==> src/rtl/sql_gap_skip_scanner_unit_macros.svh <==
// Assertion helpers shared by the scanner RTL.
`ifndef SQL_GAP_SKIP_SCANNER_UNIT_MACROS_SVH
`define SQL_GAP_SKIP_SCANNER_UNIT_MACROS_SVH

// Same-cycle implication, disabled in reset.
`define SGS_ASSERT_IMPLY(label, clk, rst, ante, cons, msg) \
  label: assert property (@(posedge clk) disable iff (rst) (ante) |-> (cons)) \
    else $error(msg);

// Next-cycle implication, disabled in reset.
`define SGS_ASSERT_NEXT(label, clk, rst, ante, cons, msg) \
  label: assert property (@(posedge clk) disable iff (rst) (ante) |=> (cons)) \
    else $error(msg);

`endif

==> src/rtl/sgs_pkg.sv <==
`timescale 1ns / 1ps

package sgs_pkg;

  // Width of the internal skipped-byte counter; it saturates at all ones.
  localparam int LENGTH_BITS = 16;
  localparam int FieldBits   = 16;

  localparam logic [7:0] CH_SLASH = 8'h2F;
  localparam logic [7:0] CH_STAR  = 8'h2A;
  localparam logic [7:0] CH_DASH  = 8'h2D;
  localparam logic [7:0] CH_LF    = 8'h0A;
  localparam logic [7:0] CH_TAB   = 8'h09;
  localparam logic [7:0] CH_CR    = 8'h0D;
  localparam logic [7:0] CH_FF    = 8'h0C;
  localparam logic [7:0] CH_SPACE = 8'h20;

  typedef enum logic [2:0] {
    MODE_NORMAL     = 3'd0,
    MODE_SLASH      = 3'd1,
    MODE_SLASH_STAR = 3'd2,
    MODE_BLOCK      = 3'd3,
    MODE_BLOCK_STAR = 3'd4,
    MODE_DASH       = 3'd5,
    MODE_LINE       = 3'd6
  } scan_mode_t;

  typedef logic [LENGTH_BITS-1:0] run_len_t;

  typedef struct packed {
    logic [FieldBits-1:0] skipped_length;
    logic                 unclosed_comment;
    logic                 ended_at_text_end;
  } result_t;

  // Clamp the counter into the 16-bit result field.
  function automatic logic [FieldBits-1:0] clamp_field(run_len_t v);
    logic [32:0] wide;
    wide = 33'(v);
    if (wide > 33'({FieldBits{1'b1}})) begin
      return {FieldBits{1'b1}};
    end
    return wide[FieldBits-1:0];
  endfunction

endpackage

==> src/rtl/sql_gap_skip_scanner_unit.sv <==
`timescale 1ns / 1ps
`include "sql_gap_skip_scanner_unit_macros.svh"

// SQL gap skip scanner. Feed the bytes of the gap between two SQL tokens, one
// beat per byte, with end_of_text set on the final byte of the text. The unit
// counts leading whitespace (space, tab, CR, FF, and LF when newline_is_space
// is 1), closed /*...*/ comments and -- line comments, and delivers one
// result beat when the run ends: at the first significant byte or at end of
// text. A block comment that never closes is left out of the length and flags
// unclosed_comment. A slash or dash whose meaning depends on the next byte is
// decided one byte later; after a significant byte the unit starts afresh
// for the next gap with the byte that follows. Throughput is one byte per
// clock while text_stall is low: the byte classifier is a single pass of
// logic between the mode and counter registers and the result register. A
// result beat is loaded into the result register, or while the sink stalls
// into a one-entry skid stage behind it, before it shows on the result port;
// text_stall is a registered signal that rises only when both the result
// register and the skid stage are full. newline_is_space may be written at
// any time the unit is idle; cfg_ready is always high.
module sql_gap_skip_scanner_unit (
  input  logic       clk,
  input  logic       rst,

  input  logic       cfg_valid,
  output logic       cfg_ready,
  input  logic       newline_is_space,

  input  logic       text_valid,
  output logic       text_stall,
  input  logic [7:0] text_byte,
  input  logic       end_of_text,

  output logic        result_valid,
  input  logic        result_stall,
  output logic [15:0] skipped_length,
  output logic        unclosed_comment,
  output logic        ended_at_text_end
);

  // Configuration register.
  logic nl_space;

  // Scan state.
  sgs_pkg::scan_mode_t mode, mode_next;
  sgs_pkg::run_len_t   run_length, run_length_next;
  sgs_pkg::run_len_t   length_before_comment, length_before_comment_next;

  // Result register and skid stage.
  sgs_pkg::result_t out_res;
  sgs_pkg::result_t skid_res;
  logic             skid_valid;

  sgs_pkg::result_t  res_next;
  sgs_pkg::run_len_t bumped;
  logic              emit;
  logic              accept;
  logic              out_free;
  logic              is_ws;
  logic              is_star;
  logic              is_slash;
  logic              is_dash;

  assign cfg_ready  = 1'b1;
  assign text_stall = skid_valid;
  assign accept     = text_valid && !text_stall;
  assign out_free   = !result_valid || !result_stall;

  assign skipped_length    = out_res.skipped_length;
  assign unclosed_comment  = out_res.unclosed_comment;
  assign ended_at_text_end = out_res.ended_at_text_end;

  // Byte classes.
  assign is_star  = (text_byte == sgs_pkg::CH_STAR);
  assign is_slash = (text_byte == sgs_pkg::CH_SLASH);
  assign is_dash  = (text_byte == sgs_pkg::CH_DASH);
  assign is_ws    = (text_byte == sgs_pkg::CH_SPACE) || (text_byte == sgs_pkg::CH_TAB) ||
                    (text_byte == sgs_pkg::CH_CR) || (text_byte == sgs_pkg::CH_FF) ||
                    ((text_byte == sgs_pkg::CH_LF) && nl_space);

  // Saturating increment of the run counter.
  assign bumped = (run_length == {sgs_pkg::LENGTH_BITS{1'b1}}) ?
                  run_length : run_length + sgs_pkg::LENGTH_BITS'(1);

  // Next scan state and result for the byte on the input port.
  always_comb begin
    mode_next                  = mode;
    run_length_next            = run_length;
    length_before_comment_next = length_before_comment;
    emit                       = 1'b0;
    res_next                   = '{skipped_length: sgs_pkg::clamp_field(run_length),
                                   unclosed_comment: 1'b0,
                                   ended_at_text_end: 1'b0};

    case (mode)
      sgs_pkg::MODE_SLASH: begin
        // A star opens a block comment only if more text follows.
        if (is_star && !end_of_text) begin
          run_length_next = bumped;
          mode_next       = sgs_pkg::MODE_SLASH_STAR;
        end else begin
          emit                    = 1'b1;
          res_next.skipped_length = sgs_pkg::clamp_field(length_before_comment);
        end
      end
      sgs_pkg::MODE_SLASH_STAR: begin
        // Opener too close to the end of text: the slash was significant.
        if (end_of_text) begin
          emit                    = 1'b1;
          res_next.skipped_length = sgs_pkg::clamp_field(length_before_comment);
        end else begin
          run_length_next = bumped;
          mode_next       = is_star ? sgs_pkg::MODE_BLOCK_STAR : sgs_pkg::MODE_BLOCK;
        end
      end
      sgs_pkg::MODE_BLOCK, sgs_pkg::MODE_BLOCK_STAR: begin
        if ((mode == sgs_pkg::MODE_BLOCK_STAR) && is_slash) begin
          // Close of the block comment.
          run_length_next = bumped;
          mode_next       = sgs_pkg::MODE_NORMAL;
          if (end_of_text) begin
            emit                       = 1'b1;
            res_next.skipped_length    = sgs_pkg::clamp_field(bumped);
            res_next.ended_at_text_end = 1'b1;
          end
        end else if (end_of_text) begin
          // Unclosed comment: drop it from the count.
          emit                       = 1'b1;
          res_next.skipped_length    = sgs_pkg::clamp_field(length_before_comment);
          res_next.unclosed_comment  = 1'b1;
          res_next.ended_at_text_end = 1'b1;
        end else begin
          run_length_next = bumped;
          mode_next       = is_star ? sgs_pkg::MODE_BLOCK_STAR : sgs_pkg::MODE_BLOCK;
        end
      end
      sgs_pkg::MODE_DASH: begin
        if (is_dash) begin
          run_length_next = bumped;
          mode_next       = sgs_pkg::MODE_LINE;
          if (end_of_text) begin
            emit                       = 1'b1;
            res_next.skipped_length    = sgs_pkg::clamp_field(bumped);
            res_next.ended_at_text_end = 1'b1;
          end
        end else begin
          emit                    = 1'b1;
          res_next.skipped_length = sgs_pkg::clamp_field(length_before_comment);
        end
      end
      sgs_pkg::MODE_LINE: begin
        // Everything through the line feed belongs to the comment.
        run_length_next = bumped;
        if (text_byte == sgs_pkg::CH_LF) begin
          mode_next = sgs_pkg::MODE_NORMAL;
        end
        if (end_of_text) begin
          emit                       = 1'b1;
          res_next.skipped_length    = sgs_pkg::clamp_field(bumped);
          res_next.ended_at_text_end = 1'b1;
        end
      end
      default: begin
        mode_next = sgs_pkg::MODE_NORMAL;
        if (is_ws) begin
          run_length_next = bumped;
          if (end_of_text) begin
            emit                       = 1'b1;
            res_next.skipped_length    = sgs_pkg::clamp_field(bumped);
            res_next.ended_at_text_end = 1'b1;
          end
        end else if ((is_slash || is_dash) && !end_of_text) begin
          // Tentative comment opener: remember where it started.
          length_before_comment_next = run_length;
          run_length_next            = bumped;
          mode_next = is_slash ? sgs_pkg::MODE_SLASH : sgs_pkg::MODE_DASH;
        end else begin
          emit = 1'b1;
        end
      end
    endcase

    // A result restarts the scan for the next gap.
    if (emit) begin
      mode_next                  = sgs_pkg::MODE_NORMAL;
      run_length_next            = '0;
      length_before_comment_next = '0;
    end
  end

  // Configuration register.
  always_ff @(posedge clk) begin
    if (rst) begin
      nl_space <= 1'b1;
    end else if (cfg_valid && cfg_ready) begin
      nl_space <= newline_is_space;
    end
  end

  // Scan state: advance on each accepted byte.
  always_ff @(posedge clk) begin
    if (rst) begin
      mode                  <= sgs_pkg::MODE_NORMAL;
      run_length            <= '0;
      length_before_comment <= '0;
    end else if (accept) begin
      mode                  <= mode_next;
      run_length            <= run_length_next;
      length_before_comment <= length_before_comment_next;
    end
  end

  // Result register and skid stage control.
  always_ff @(posedge clk) begin
    if (rst) begin
      result_valid <= 1'b0;
      skid_valid   <= 1'b0;
    end else if (out_free) begin
      result_valid <= skid_valid || (accept && emit);
      skid_valid   <= 1'b0;
    end else if (accept && emit) begin
      skid_valid <= 1'b1;
    end
  end

  // Payload: load the result register from the skid stage first, else hold
  // a new result in the skid stage while the sink stalls.
  always_ff @(posedge clk) begin
    if (out_free) begin
      if (skid_valid) begin
        out_res <= skid_res;
      end else if (accept && emit) begin
        out_res <= res_next;
      end
    end else if (accept && emit) begin
      skid_res <= res_next;
    end
  end

  `SGS_ASSERT_IMPLY(a_skid_behind_out, clk, rst, skid_valid, result_valid, "skid full with result register empty")
  `SGS_ASSERT_NEXT(a_emit_shows, clk, rst, accept && emit, result_valid, "accepted result not presented")
  `SGS_ASSERT_IMPLY(a_opener_before_run, clk, rst, 1'b1, length_before_comment <= run_length, "comment start beyond run length")
  `SGS_ASSERT_IMPLY(a_comment_counted, clk, rst, mode != sgs_pkg::MODE_NORMAL, run_length != '0, "comment mode with empty run")

endmodule
==> config.mk <==
export PLATFORM = sky130hd
export DESIGN_NAME = sql_gap_skip_scanner_unit
export DESIGN_NICKNAME = d
export VERILOG_FILES = /design/src/rtl/sgs_pkg.sv /design/src/rtl/sql_gap_skip_scanner_unit.sv
export VERILOG_INCLUDE_DIRS = /design/src /design/src/rtl
export SDC_FILE = /design/constraint.sdc
export NUM_CORES = 1
export LEC_CHECK = 0
export ABC_CLOCK_PERIOD_IN_PS = 4300
export BUFFER_PORTS_ARGS = -buffer_cell sky130_fd_sc_hd__buf_2
export CORE_AREA = 5 5 115 117
export CTS_CLUSTER_DIAMETER = 30
export CTS_CLUSTER_SIZE = 25
export DETAILED_ROUTE_END_ITERATION = 8
export DIE_AREA = 0 0 120 122
export GPL_TIMING_DRIVEN = 1
export MAX_ROUTING_LAYER = met4
export PLACE_DENSITY_LB_ADDON = 0.1
export SYNTH_ARGS = -nofsm -noshare
export SYNTH_HDL_FRONTEND = slang
export SYNTH_SLANG_ARGS = --single-unit
export TNS_END_PERCENT = 50
==> constraint.sdc <==
create_clock -name clk -period 4.3 [get_ports clk]
set_input_delay 1.29 -clock clk [delete_from_list [all_inputs] [get_ports clk]]
set_output_delay 1.29 -clock clk [all_outputs]
set_load 0.005 [all_outputs]
* Word level (Yosys, flattened, before mapping)
Cells that the tools add are included.
Widths: inputs -> output; s select.
** Cells by class
- Add/sub/neg operators :: 1
- Multipliers :: 0
- Div/mod/pow operators :: 0
- Order comparisons :: 0
- Eq/ne operators :: 20
- Shifts and indexed selects :: 0
- Mux-type cells :: 46
- Bitwise gates (word level) :: 1
- Reductions and logical operators :: 30
** Operators with widths (number)
- $mux 16 :: 18
- $pmux 16 s5 :: 2
- $mux 18 :: 3
- $eq 8x4->1 const B :: 4
- $eq 8x6->1 const B :: 4
- $mux 3 :: 10
- $add 16x1->16 const B :: 1
- $eq 16x16->1 const B :: 1
- $pmux 3 s5 :: 1
- $reduce_and 4->1 :: 3
- $mux 1 :: 10
- $eq 3x3->1 const B :: 3
- $ne 3x3->1 const B :: 3
- $reduce_bool 8->1 :: 1
- $logic_or 1x1->1 :: 7
- $eq 3x2->1 const B :: 2
- $logic_and 1x1->1 :: 6
- $reduce_or 2->1 :: 3
- $reduce_or 6->1 :: 1
- $logic_not 1->1 :: 4
- $pmux 1 s4 :: 1
- $reduce_and 2->1 :: 2
- $reduce_bool 2->1 :: 2
- $reduce_or 4->1 :: 1
- 5 further kinds :: 5
** Storage, ports and cells
- Flip-flop bits (word level) :: 74
- Bits in latches :: 0
- RAM bits :: 0
- Bits in read-only memories :: 0
- Output and inout bits :: 21
- Logic and storage cells :: 110
- Memories :: 0

* Depth between registers and ports, before layout
Gate-level depths: netlist of the first run.
- Word-level depth :: 10
- Mapped depth :: 10
- Gate-level depth less buffers :: 7

* Worst setup path after synthesis of the first run
Ideal clock, no wire load.
- Path type :: input-to-reg
- From :: input text_byte[2]
- To :: register skid_res[0] (netlist bit), enable pin
- Data arrival time :: 3518 ps
- Setup slack :: 390 ps
- Stages :: 7
- Path through :: clkbuf_1 > and4bb_1 > a311oi_1 > a311o_1 > nand3_2 > buf_2 > nor2_1
** On the way
- Cells in the longest elaborated chain, start to end :: 9
- Elaborated cells between the ends (all ways) :: 23
- Classes of those cells :: eq/ne: 8; mux: 5; reduce/logical: 10
** Ends and longest elaborated chain
- from (decl) :: line sql_gap_skip_scanner_unit.sv:30 : input logic [7:0] text_byte,
- $eq 8x6->1 or $eq 8x4->1 (tied branches) :: line sql_gap_skip_scanner_unit.sv:76 : assign is_ws = (text_byte == sgs_pkg::CH_SPACE) || (text_byte == sgs_pkg::CH_TAB) ||
- $logic_or 1x1->1 (2 in series) :: line sql_gap_skip_scanner_unit.sv:76
- $logic_or 1x1->1 (2 in series) :: line sql_gap_skip_scanner_unit.sv:77 : (text_byte == sgs_pkg::CH_CR) || (text_byte == sgs_pkg::CH_FF) ||
- $mux 1 :: line sql_gap_skip_scanner_unit.sv:164 : if (is_ws) begin
- $pmux 1 s3 * :: line sql_gap_skip_scanner_unit.sv:94 : case (mode)
- $logic_and 1x1->1 * :: line sql_gap_skip_scanner_unit.sv:234 : end else if (accept && emit) begin
- $reduce_and 2->1 (no source line) *
- to (signal assigned) :: line sql_gap_skip_scanner_unit.sv:235 : skid_res <= res_next;
- to (decl) :: line sql_gap_skip_scanner_unit.sv:50 : sgs_pkg::result_t skid_res;
Every way passes the cells marked *; elsewhere a longest branch is shown, timed or not.
A chain may end at the register's enable or synchronous reset.

* Worst setup path in the final report of the first run
- From :: input text_byte[1]
- To :: register out_res, in the netlist skipped_length[2], data pin
** On the way
- Cells in the longest elaborated chain, start to end :: 9
- Elaborated cells between the ends (all ways) :: 22
- Classes of those cells :: eq/ne: 8; mux: 7; reduce/logical: 7
** Ends and longest elaborated chain
- $eq 8x6->1 or $eq 8x4->1 (tied branches) :: line sql_gap_skip_scanner_unit.sv:76
- $logic_or 1x1->1 (2 in series) :: line sql_gap_skip_scanner_unit.sv:76
- $logic_or 1x1->1 (2 in series) :: line sql_gap_skip_scanner_unit.sv:77
- $mux 16 :: line sql_gap_skip_scanner_unit.sv:164
- $pmux 16 s5 * :: line sql_gap_skip_scanner_unit.sv:94
- $mux 18 * :: line sql_gap_skip_scanner_unit.sv:231 : end else if (accept && emit) begin
- $mux 18 * :: line sql_gap_skip_scanner_unit.sv:229 : if (skid_valid) begin
- to (signal assigned) :: line sql_gap_skip_scanner_unit.sv:230 : out_res <= skid_res;
- to (signal assigned) :: line sql_gap_skip_scanner_unit.sv:232 : out_res <= res_next;
- to (decl) :: line sql_gap_skip_scanner_unit.sv:49 : sgs_pkg::result_t out_res;
Every way passes the cells marked *; elsewhere a longest branch is shown, timed or not. The select of a mux whose other input is x is not followed.

==> run_results.csv, run 1 <==
group,metric,value,unit
placement,placed_area,5010,um2
cts,cts_htree_levels,3,
grt,global_route.usage.met1,33.2,%
synth,ys_top_cells_by_count,"sky130_fd_sc_hd__nand2_1 (59), sky130_fd_sc_hd__nand3_1 (45), sky130_fd_sc_hd__a21oi_1 (43)",
synth,synth-main-ff-cell,"sky130_fd_sc_hd__dfxtp_1",
power,power.ir.vdd_worst,0.127,mV
critical_path,crit_top_cell,"sky130_fd_sc_hd__a211oi_1",
synth,netlist_top_cells_area,"sky130_fd_sc_hd__edfxtp_1 (23%), sky130_fd_sc_hd__dfxtp_1 (16%), sky130_fd_sc_hd__nand3_1 (4.8%), sky130_fd_sc_hd__nand2_1 (4.7%), sky130_fd_sc_hd__a21oi_1 (4.5%)",
critical_path,path_class,"input pin to flip-flop",
synth,yosys_register_bits,74,
timing,holdWs,0.469,ns
timing,achievable-frequency,273,MHz
synth,syn-cell-area,4730,um2
critical_path,crit_start,"text_byte[1]",
power,power.internal,1.19,mW
cts,tritoncts_num_sinks,74,
critical_path,reg2reg_setup_slack,0.99,ns
flow_run,max-cap-violations,0,
min_path,timing.hold.worst_endpoint,"length_before_comment[12]",
timing,post-route-min-period,3.66,ns
route,detailroute.via_count,4555,
layout,area_delta_synth_final,11.8,%
grt,first_pass_grt_wire_length,25.0,mm
grt,antenna_found_initial,0,
layout,final_nets,587,
cts,cts_hold_buffers,0,
grt,grt_max_degree,29,
layout,seqCellArea,1840,um2
power,p_sw_share,24.5,%
critical_path,worst_path_cell_chain,"buf_2 > or3b_2 > a211oi_1 > o21a_1 > nor3_2 > a211oi_1 > buf_4 > a31oi_1",
grt,peak_usage_layer_in_the_global_routing_report,"met1",
route,drc,0,
critical_path,critical_path.startpoint_type,"input pin",
cts,cts.reportedPaths.clkPinSlew,0.06,ns
critical_path,timing.critical_path.fanout_max,13,
min_path,hold_start,"length_before_comment[12]",
layout,final_design_area_no_fill,5290,um2
critical_path,cp_data_required_time,4.37,ns
timing,slew-limit-headroom,38.7,%
timing,timing.final.max_slew_violations,0,
critical_path,reg2reg_depth,7,
grt,grt-ovfl-total,0,
synth,post-synth-top-count-cell,"sky130_fd_sc_hd__nand2_1",
route,routed_wirelength,15.9,mm
synth,postSynthCellCount,558,
power,power_leakage,1.83,nW
critical_path,cpPeakStageDelay,0.53,ns
floorplanning,fp.dieH,122,um
power,p_clk_share,45.9,%
timing,finalSetupViolCount,0,
floorplanning,fp.dieArea,14600,um2
timing,setup_repair_after_global_routing_missed_its_margin,"false",
run_status,status,"completed",
power,powerDensity,298,nW/um2
placement,io_buffer_count,34,
layout,multi_input_area,2620,um2
synth,syn_nets,574,
route,drt_pre_antenna_iters,5,
timing,finalClockSkew,0.00992,ns
route,ant_nets,0,
layout,insertedDiodeCount,0,
power,post-layout-total-power,1.58,mW
cts,cts_setup_buffers,0,
timing,min_period_over_period,85.1,%
power,total_switching_power,0.386,mW
floorplanning,design.core.area,12300,um2
power,power_frac_comb,6.0,%
min_path,hold_path.class,"flip-flop to flip-flop",
grt,met3_usage,3.95,%
synth,synth_enable_flop_cells,36,
timing,worstMarginPinSlew,0.912,ns
route,wl_per_cell,21.9,um
floorplanning,placement_rows,41,
layout,fillers,1229,
grt,first_global_vias,4296,
cts,cts-root-buf,"sky130_fd_sc_hd__clkbuf_16",
timing,final_hold_viol_count,0,
placement,place.gp.congestion,0.964,
synth,yosys_warnings,0,
critical_path,slowest_stage,"sky130_fd_sc_hd__a211oi_1",
grt,grtUsageMet2,32.2,%
min_path,hold-path-cell-count,2,
cts,tritoncts,"yes",
synth,post_synth.cell_area_avg,8.48,um2
placement,placement.setup.worst_slack,0.393,ns
synth,post-synth-top-area-fraction,22.9,%
floorplanning,die_width,120,um
route,first_iter_violations,557,
power,share_seq_of_total_power,48.1,%
route,routed_via_density,6.27,
floorplanning,floorplan.initialDensity,38.6,%
cts,clock_insertion_delay_worst_skew,0.35,ns
cts,cts_buffers,9,
critical_path,regToRegEndpoint,"skipped_length[2]",
timing,fin_setup_tns,0,ns
floorplanning,num_io_pins,36,
cts,cts.repair.resized,0,
critical_path,setup.worst_path.end_class,"flip-flop",
synth,yosys.cell_types.count,72,
timing,fin_ws,0.641,ns
critical_path,worstPathArrival,3.73,ns
grt,globalRouteTotalUtil,22.9,%
critical_path,rr_startpoint,"mode[0]",
synth,yosys.area.top_type,"sky130_fd_sc_hd__edfxtp_1",
layout,drive_gt1_share,18.6,%
placement,place_hpwl,11.4,mm
cts,ctsLongestPathBuffers,2,
synth,yosysSeqAreaShare,38.9,%
synth,synthArstFlopShare,0,%
==> placed cells by master, fill, tap and decap left out, types with 9 or more instances in the layout <==
cell type	instances
sky130_fd_sc_hd__clkbuf_16	9
sky130_fd_sc_hd__dfxtp_1	38
sky130_fd_sc_hd__buf_2	34
sky130_fd_sc_hd__nor2_1	35
sky130_fd_sc_hd__nor3_1	12
sky130_fd_sc_hd__edfxtp_1	36
sky130_fd_sc_hd__nand2_1	59
sky130_fd_sc_hd__o21ai_0	18
sky130_fd_sc_hd__o21a_1	9
sky130_fd_sc_hd__a21oi_1	42
sky130_fd_sc_hd__buf_4	20
sky130_fd_sc_hd__nand4_1	13
sky130_fd_sc_hd__nand3_1	45
sky130_fd_sc_hd__and3_1	9
sky130_fd_sc_hd__a31oi_1	24
==> cell type report <==
| class | count | share of cell area [%] |
|---|---|---|
| multi-input combinational | 423 | 49.6 |
| sequential | 74 | 34.8 |
| timing repair buffer | 54 | 6.06 |
| inverter | 9 | 0.639 |
| tap | 150 | 3.55 |
| clock buffer | 10 | 4.52 |
| clock inverter | 6 | 0.804 |
==> per-layer routing <==
| metal | vias up | share of wire [%] |
|---|---|---|
| met5 | - | 0 |
| met4 | 0 | 1.9 |
| met3 | 19 | 6.9 |
| met2 | 189 | 42 |
| met1 | 2169 | 49 |
| li1 | 2178 | - |
==> state kept, by name (all words and copies together), names as in the netlist <==
signal                 cells
nl_space                   1
skipped_length            16
mode                       3
unclosed_comment           1
result_valid               1
run_length                16
length_before_comment     16
ended_at_text_end          1
text_stall                 1
skid_res                  18
==> worst max-delay path, delay by kind of cell <==
| family | cells | cell delay (ns) |
|---|---|---|
| simple gates | 2 | 0.67 |
| buf+inv | 2 | 0.36 |
| compound gates | 4 | 1.39 |
==> stage by stage <==
| step | utilization (%) | cells |
|---|---|---|
| detailed placement | 40.8 | 710 |
| finish | 43.1 | 726 |
| CTS | 43.1 | 726 |
| floorplan | - | 558 |
| global route | 43.1 | 726 |
| global placement | 40.8 | 710 |
==> logic make-up after synthesis <==
group,Yosys count,share of synthesized area (%)
compound gates,190,28.7
fa+ha+maj,1,0.264
buf+inv,61,5.69
flops,74,38.9
mux,9,2.09
other cells,1,0.0793
simple gates,222,24.3
==> power groups by stage <==
stage	clock (mW)	sequential [mW]	combinational (mW)
floorplan	0	0.776	0.0480
global placement	0	0.775	0.0943
detailed placement	0	0.774	0.0943
CTS	0.732	0.759	0.0944
global route	0.764	0.760	0.103
finish	0.723	0.759	0.0945
==> worst max path at each step <==
| stage | end | cells past startpoint |
|---|---|---|
| floorplan | skid_res[0] | 7 |
| global placement | skipped_length[2] | 8 |
| detailed placement | skipped_length[2] | 8 |
| CTS | skipped_length[2] | 8 |
| global route | skipped_length[2] | 8 |
| finish | skipped_length[2] | 8 |
(Power assumes the default switching activity.)
==> inputs of run 2 (changes only) <==
--- a/config.mk
+++ b/config.mk
@@ -6,13 +6,14 @@
 export SDC_FILE = /design/constraint.sdc
 export NUM_CORES = 1
 export LEC_CHECK = 0
+export ABC_AREA = 1
 export ABC_CLOCK_PERIOD_IN_PS = 4300
 export BUFFER_PORTS_ARGS = -buffer_cell sky130_fd_sc_hd__buf_2
-export CORE_AREA = 5 5 115 117
+export CORE_AREA = 5 5 122 124
 export CTS_CLUSTER_DIAMETER = 30
 export CTS_CLUSTER_SIZE = 25
 export DETAILED_ROUTE_END_ITERATION = 8
-export DIE_AREA = 0 0 120 122
+export DIE_AREA = 0 0 127 129
 export GPL_TIMING_DRIVEN = 1
 export MAX_ROUTING_LAYER = met4
 export PLACE_DENSITY_LB_ADDON = 0.1
==> run_results.csv, run 2 <==
group,metric,value,unit
floorplanning,num_io_pins,36,
synth,yosys_register_bits,74,
layout,area_delta_synth_final,8.68,%
critical_path,cp_data_required_time,4.50,ns
power,post-layout-total-power,1.65,mW
layout,drive_gt1_share,12.2,%
floorplanning,fp.dieH,129,um
floorplanning,die_width,127,um
timing,fin_setup_tns,0,ns
grt,first_pass_grt_wire_length,27.2,mm
timing,finalSetupViolCount,0,
critical_path,cpPeakStageDelay,0.96,ns
synth,synthArstFlopShare,0,%
critical_path,worst_path_cell_chain,"buf_2 > nor2_4 > inv_2 > nor2_4 > nand2_1 > nor2_1 > o21ai_0 > o211ai_1 > nor2_1 > nand2_1 > nand2_1 > nand2_1",
cts,tritoncts_num_sinks,74,
cts,cts_setup_buffers,0,
layout,insertedDiodeCount,0,
critical_path,setup.worst_path.end_class,"flip-flop",
cts,cts_hold_buffers,0,
layout,finish.utilization,42.8,%
synth,yosys.cell_types.count,45,
route,wl_per_cell,16.6,um
grt,grt-ovfl-total,0,
cts,cts-root-buf,"sky130_fd_sc_hd__clkbuf_16",
power,power.ir.vdd_worst,0.176,mV
critical_path,critical_path.startpoint_type,"input pin",
synth,syn-cell-area,5380,um2
floorplanning,placement_rows,43,
grt,grt_max_degree,38,
layout,final_cell_mix,"sky130_fd_sc_hd__nand2_1 (317), sky130_fd_sc_hd__nor2_1 (74), sky130_fd_sc_hd__nand3_1 (66)",
floorplanning,floorplan.initialDensity,39.3,%
grt,first_global_vias,4872,
critical_path,timing.critical_path.fanout_max,16,
timing,min_period_over_period,75.8,%
timing,slew-limit-headroom,15.0,%
synth,post-synth-top-count-cell,"sky130_fd_sc_hd__nand2_1",
critical_path,reg2reg_setup_slack,1.69,ns
timing,final_hold_viol_count,0,
timing,holdWs,0.486,ns
synth,yosys.area.top_type,"sky130_fd_sc_hd__nand2_1",
critical_path,worst_path_dominant_cell_family,"simple AND/OR/NAND/NOR gates",
min_path,hold_path.class,"flip-flop to flip-flop",
cts,cts_htree_levels,3,
layout,final_design_area_no_fill,5840,um2
power,powerDensity,282,nW/um2
synth,yosys_warnings,0,
route,drc,0,
critical_path,path_class,"input pin to flip-flop",
cts,cts.reportedPaths.clkPinSlew,0.05,ns
timing,setup_repair_after_global_routing_missed_its_margin,"false",
power,total_switching_power,0.439,mW
synth,yosysSeqAreaShare,34.3,%
timing,worstMarginPinSlew,1.27,ns
floorplanning,fp.dieArea,16400,um2
route,first_iter_violations,473,
flow_run,max-cap-violations,0,
layout,layout.cells.most_common,"sky130_fd_sc_hd__nand2_1",
critical_path,slowest_stage,"sky130_fd_sc_hd__nor2_1",
cts,clock_insertion_delay_worst_skew,0.34,ns
layout,flip_flop_count_of_the_largest_register_after_layout,18,
critical_path,worstPathArrival,3.46,ns
cts,ctsLongestPathBuffers,2,
critical_path,worstPathBufferInverterCount,2,
layout,max_flop_register,"skid_res",
timing,finalClockSkew,0.0109,ns
layout,final_nets,859,
power,power_leakage,2.61,nW
synth,ys_top_cells_by_count,"sky130_fd_sc_hd__nand2_1 (317), sky130_fd_sc_hd__nor2_1 (74), sky130_fd_sc_hd__nand3_1 (66)",
synth,netlist_top_cells_area,"sky130_fd_sc_hd__nand2_1 (22%), sky130_fd_sc_hd__edfxtp_1 (20%), sky130_fd_sc_hd__dfxtp_1 (14%), sky130_fd_sc_hd__nand3_1 (6.1%), sky130_fd_sc_hd__o21ai_0 (5.5%)",
placement,place_hpwl,12.2,mm
power,power_frac_comb,11.8,%
power,share_seq_of_total_power,47.1,%
placement,placed_area,5580,um2
synth,postSynthCellCount,834,
route,ant_nets,0,
power,p_sw_share,26.7,%
cts,cts_buffers,9,
timing,timing.final.max_slew_violations,0,
cts,cts.repair.resized,0,
timing,achievable-frequency,307,MHz
critical_path,crit_top_cell,"sky130_fd_sc_hd__nand2_1",
grt,globalRouteTotalUtil,21.7,%
route,routed_via_density,5.28,
synth,synth_enable_flop_cells,36,
power,power.internal,1.21,mW
placement,io_buffer_count,34,
route,routed_wirelength,17.1,mm
grt,antenna_found_initial,0,
synth,post-synth-top-area-fraction,22.1,%
synth,post_synth.cell_area_avg,6.45,um2
synth,synth-main-ff-cell,"sky130_fd_sc_hd__dfxtp_1",
placement,place.gp.congestion,0.956,
timing,post-route-min-period,3.26,ns
power,p_clk_share,41.1,%
floorplanning,design.core.area,13700,um2
synth,syn_nets,850,
cts,tritoncts,"yes",
route,drt_pre_antenna_iters,5,
run_status,status,"completed",
route,detailroute.via_count,5427,
-- run 2: cell types whose count changed after synthesis, sizes merged, moves of 10 or more --
cell / previous run / this run
a31oi: 24 / 1
buf: 14 / 32
clkbuf: 38 / 14
inv: 9 / 63
nand2: 59 / 328
nand3: 46 / 73
nor2: 35 / 80
o21ai: 21 / 63
o21bai: 2 / 12
o31ai: 13 / 0
-- run 2: area by class of cell --
type / count / area, um2
fill: 1467 / 7820
multi-input combinational: 648 / 3020
sequential: 74 / 1840
inverter: 66 / 253
timing repair buffer: 44 / 245
clock buffer: 9 / 225
tap: 180 / 225
clock inverter: 6 / 35.0
-- run 2: power by group through the flow --
| stage | registers [mW] | clock network, mW | logic [mW] |
|---|---|---|---|
| after floorplan | 0.792 | 0 | 0.126 |
| after global placement | 0.791 | 0 | 0.193 |
| after detailed placement | 0.790 | 0 | 0.193 |
| after CTS | 0.775 | 0.699 | 0.193 |
| after global routing | 0.777 | 0.724 | 0.215 |
| final | 0.775 | 0.677 | 0.194 |
-- run 2: per-stage QoR --
step	setup slack, ns	cells
6_report	1.04	1027
5_1_grt	0.846	1027
4_1_cts	1.10	1027
3_5_place_dp	0.759	1012
3_3_place_gp	0.851	1012
2_1_floorplan	0.297	834
-- run 2: path summary, 6_finish.rpt --
kind	startpoint	endpoint	cells after the start
setup reg to reg	run_length[0]	skipped_length[3]	13
hold / removal	nl_space	nl_space	2
setup / recovery	text_byte[7]	skipped_length[8]	12
hold reg to reg	nl_space	nl_space	2
-- run 2: worst reg2reg max path, stage by stage (launching register included) --
cell                       delay (ns)
sky130_fd_sc_hd__dfxtp_1         0.42
sky130_fd_sc_hd__ha_1            0.33
sky130_fd_sc_hd__nand3_1         0.16
sky130_fd_sc_hd__inv_1           0.07
sky130_fd_sc_hd__nand2_1         0.15
sky130_fd_sc_hd__nor2_4          0.07
sky130_fd_sc_hd__inv_2           0.29
sky130_fd_sc_hd__nand2_1         0.18
sky130_fd_sc_hd__o21bai_1        0.25
sky130_fd_sc_hd__nand2_1         0.08
sky130_fd_sc_hd__o211ai_1        0.11
sky130_fd_sc_hd__nand2_1         0.11
sky130_fd_sc_hd__nand2_1         0.07
sky130_fd_sc_hd__nand2_1         0.06
-- run 2: kinds of logic (layout without fill, tap and decap cells) --
group | Yosys count | count (layout) | share of synthesized area [%]
AOI/OAI and AO/OA | 137 | 137 | 14.6
xor gates and xnor gates | 7 | 7 | 1.14
adders and majority gates | 1 | 1 | 0.233
buffers and inverters | 112 | 125 | 9.68
DFF | 74 | 74 | 34.3
other | 1 | 1 | 0.0697
and+or+nand+nor | 502 | 502 | 40.1
-- run 2: routing by layer --
layer	GRT usage, %	wire length (um)
met1	31.4	8330
met3	2.57	1130
met4	6.44	263
met2	31.7	7360
met5	-	0
==> inputs of run 3 (changes only) <==
--- a/config.mk
+++ b/config.mk
@@ -6,14 +6,14 @@
 export SDC_FILE = /design/constraint.sdc
 export NUM_CORES = 1
 export LEC_CHECK = 0
-export ABC_AREA = 1
-export ABC_CLOCK_PERIOD_IN_PS = 4300
+export ABC_AREA = 0
+export ABC_CLOCK_PERIOD_IN_PS = 3000
 export BUFFER_PORTS_ARGS = -buffer_cell sky130_fd_sc_hd__buf_2
-export CORE_AREA = 5 5 122 124
+export CORE_AREA = 5 5 115 117
 export CTS_CLUSTER_DIAMETER = 30
 export CTS_CLUSTER_SIZE = 25
 export DETAILED_ROUTE_END_ITERATION = 8
-export DIE_AREA = 0 0 127 129
+export DIE_AREA = 0 0 120 122
 export GPL_TIMING_DRIVEN = 1
 export MAX_ROUTING_LAYER = met4
 export PLACE_DENSITY_LB_ADDON = 0.1
==> constraint.sdc (replaced) <==
create_clock -name clk -period 3 [get_ports clk]
set_input_delay 0.9 -clock clk [delete_from_list [all_inputs] [get_ports clk]]
set_output_delay 0.9 -clock clk [all_outputs]
set_load 0.005 [all_outputs]
==> run_results.csv, run 3 (synthesis results as in run 1) <==
group,metric,value,unit
power,p_sw_share,24.0,%
cts,clock_insertion_delay_worst_skew,0.34,ns
cts,ctsLongestPathBuffers,2,
placement,dp_cells,785,
layout,area_delta_synth_final,25.8,%
power,power.internal,1.80,mW
cts,cts.reportedPaths.clkPinSlew,0.06,ns
route,ant_nets,0,
floorplanning,design.core.area,12300,um2
power,total_switching_power,0.569,mW
placement,io_buffer_count,34,
timing,min_period_over_period,97.3,%
placement,placement.setup.worst_slack,-0.403,ns
critical_path,reg2reg_depth,7,
min_path,hold_start,"length_before_comment[9]",
timing,finalSetupViolCount,0,
min_path,hold_path.class,"flip-flop to flip-flop",
floorplanning,fp.dieH,122,um
layout,final_cell_mix,"sky130_fd_sc_hd__buf_4 (91), sky130_fd_sc_hd__nand2_1 (59), sky130_fd_sc_hd__nand3_1 (45)",
route,wl_per_cell,19.9,um
flow_run,max-cap-violations,0,
layout,insertedDiodeCount,0,
cts,cts_buffers,9,
power,p_clk_share,47.2,%
placement,placed_area,5640,um2
grt,antenna_found_initial,0,
floorplanning,fp.dieArea,14600,um2
min_path,hold-path-cell-count,2,
layout,layout.cells.most_common,"sky130_fd_sc_hd__buf_4",
layout,final_design_area_no_fill,5950,um2
route,first_iter_violations,436,
layout,max_flop_register,"skid_res",
placement,place_hpwl,12.1,mm
cts,cts_htree_levels,3,
critical_path,cp_data_required_time,3.09,ns
timing,worstMarginPinSlew,0.726,ns
route,routed_wirelength,15.9,mm
timing,holdWs,0.463,ns
critical_path,reg2reg_setup_slack,0.33,ns
power,power_frac_comb,6.9,%
timing,final_hold_viol_count,0,
timing,post-route-min-period,2.92,ns
critical_path,setup.worst_path.end_class,"flip-flop",
route,drc,0,
critical_path,rr_startpoint,"mode[0]",
route,detailroute.via_count,4860,
floorplanning,placement_rows,41,
critical_path,critical_path.startpoint_type,"input pin",
cts,tritoncts,"yes",
floorplanning,floorplan.initialDensity,38.6,%
timing,slew-limit-headroom,51.2,%
min_path,timing.hold.worst_endpoint,"length_before_comment[9]",
floorplanning,num_io_pins,36,
run_status,status,"completed",
power,power.ir.vdd_worst,0.262,mV
power,share_seq_of_total_power,45.9,%
placement,place.gp.congestion,0.927,
route,routed_via_density,6.07,
power,powerDensity,398,nW/um2
power,power_leakage,2.23,nW
layout,drive_gt1_share,28.4,%
timing,fin_ws,0.0803,ns
critical_path,timing.critical_path.fanout_max,4,
route,drt_pre_antenna_iters,6,
grt,first_pass_grt_wire_length,25.7,mm
floorplanning,die_width,120,um
timing,setup_repair_after_global_routing_missed_its_margin,"true",
layout,fillers,1194,
critical_path,path_class,"input pin to flip-flop",
layout,final_cell_count_no_fill,801,
timing,finalClockSkew,0.00590,ns
grt,grt_max_degree,29,
grt,globalRouteTotalUtil,23.1,%
timing,timing.final.max_slew_violations,0,
cts,cts-root-buf,"sky130_fd_sc_hd__clkbuf_16",
layout,flip_flop_count_of_the_largest_register_after_layout,18,
critical_path,regToRegEndpoint,"skipped_length[5]",
cts,tritoncts_num_sinks,74,
cts,cts_setup_buffers,0,
grt,first_global_vias,4824,
layout,multi_input_area,2650,um2
critical_path,worstPathArrival,3.01,ns
layout,seqCellArea,1840,um2
grt,grt-ovfl-total,0,
timing,achievable-frequency,343,MHz
layout,final_nets,662,
[run 3: changes by cell type in the layout (fill, tap and decap cells not counted), sizes merged, moves of 9 or more]
cell	change
o21a	+9
o21bai	-10
nor3	+9
a31oi	+23
o21ai	-42
nor2	-45
o31ai	+13
nand3	-27
inv	-53
buf	+85
nand2	-269
[run 3: how the worst max path moves through the flow]
stage / startpoint / to / slack (ns) / depth (start not counted)
final: text_byte[0] / skipped_length[12] / 0.08 / 9
after global routing: text_byte[0] / skipped_length[12] / -0.04 / 9
after CTS: text_byte[0] / skipped_length[12] / 0.07 / 9
after detailed placement: text_byte[4] / skipped_length[12] / -0.40 / 10
after global placement: text_byte[0] / skipped_length[12] / -0.33 / 9
after floorplan: text_byte[4] / skipped_length[5] / -0.02 / 6
[run 3: what timing repair did]
action,in CTS,in global routing
resized for setup,1,3
hold buffers,0,0
endpoints found under the setup margin,1,4
[run 3: critical path, stage by stage]
cell                       delay [ns]
sky130_fd_sc_hd__buf_2           0.11
sky130_fd_sc_hd__or4b_1          0.51
sky130_fd_sc_hd__a211oi_2        0.27
sky130_fd_sc_hd__buf_4           0.16
sky130_fd_sc_hd__o22ai_1         0.16
sky130_fd_sc_hd__buf_4           0.19
sky130_fd_sc_hd__o31ai_1         0.24
sky130_fd_sc_hd__o211ai_1        0.17
sky130_fd_sc_hd__mux2_2          0.30
[run 3: final cells by class]
type	count	share of cell area (%)
well taps	150	3.15
clock inverters	7	1.32
flip-flops and latches	74	31.0
multi-input cells	423	44.5
inverters	9	0.568
repair buffers	129	15.7
clock buffers	9	3.79
[run 3: per-stage QoR]
| step | power, mW | utilization [%] | TNS, ns |
|---|---|---|---|
| after floorplan | 1.18 | - | -0.0588 |
| after global placement | 1.27 | 46.0 | -6.21 |
| after detailed placement | 1.27 | 46.0 | -7.54 |
| after CTS | 2.39 | 48.5 | 0 |
| after global routing | 2.45 | 48.5 | -0.0579 |
| final | 2.37 | 48.5 | 0 |
[run 3: metal layers]
layer	wire, um	up-vias	GRT usage, %
li1	-	2330	-
met1	6680	2338	27.7
met2	8230	172	40.5
met3	783	20	3.34
met4	234	0	6.59
met5	0	-	-
[run 3: power groups by stage]
stage	combinational [mW]	sequential, mW	clock, mW
6_report	0.164	1.09	1.12
3_5_place_dp	0.164	1.11	0
4_1_cts	0.165	1.09	1.14
3_3_place_gp	0.162	1.11	0
5_1_grt	0.180	1.09	1.18
2_1_floorplan	0.0712	1.11	0
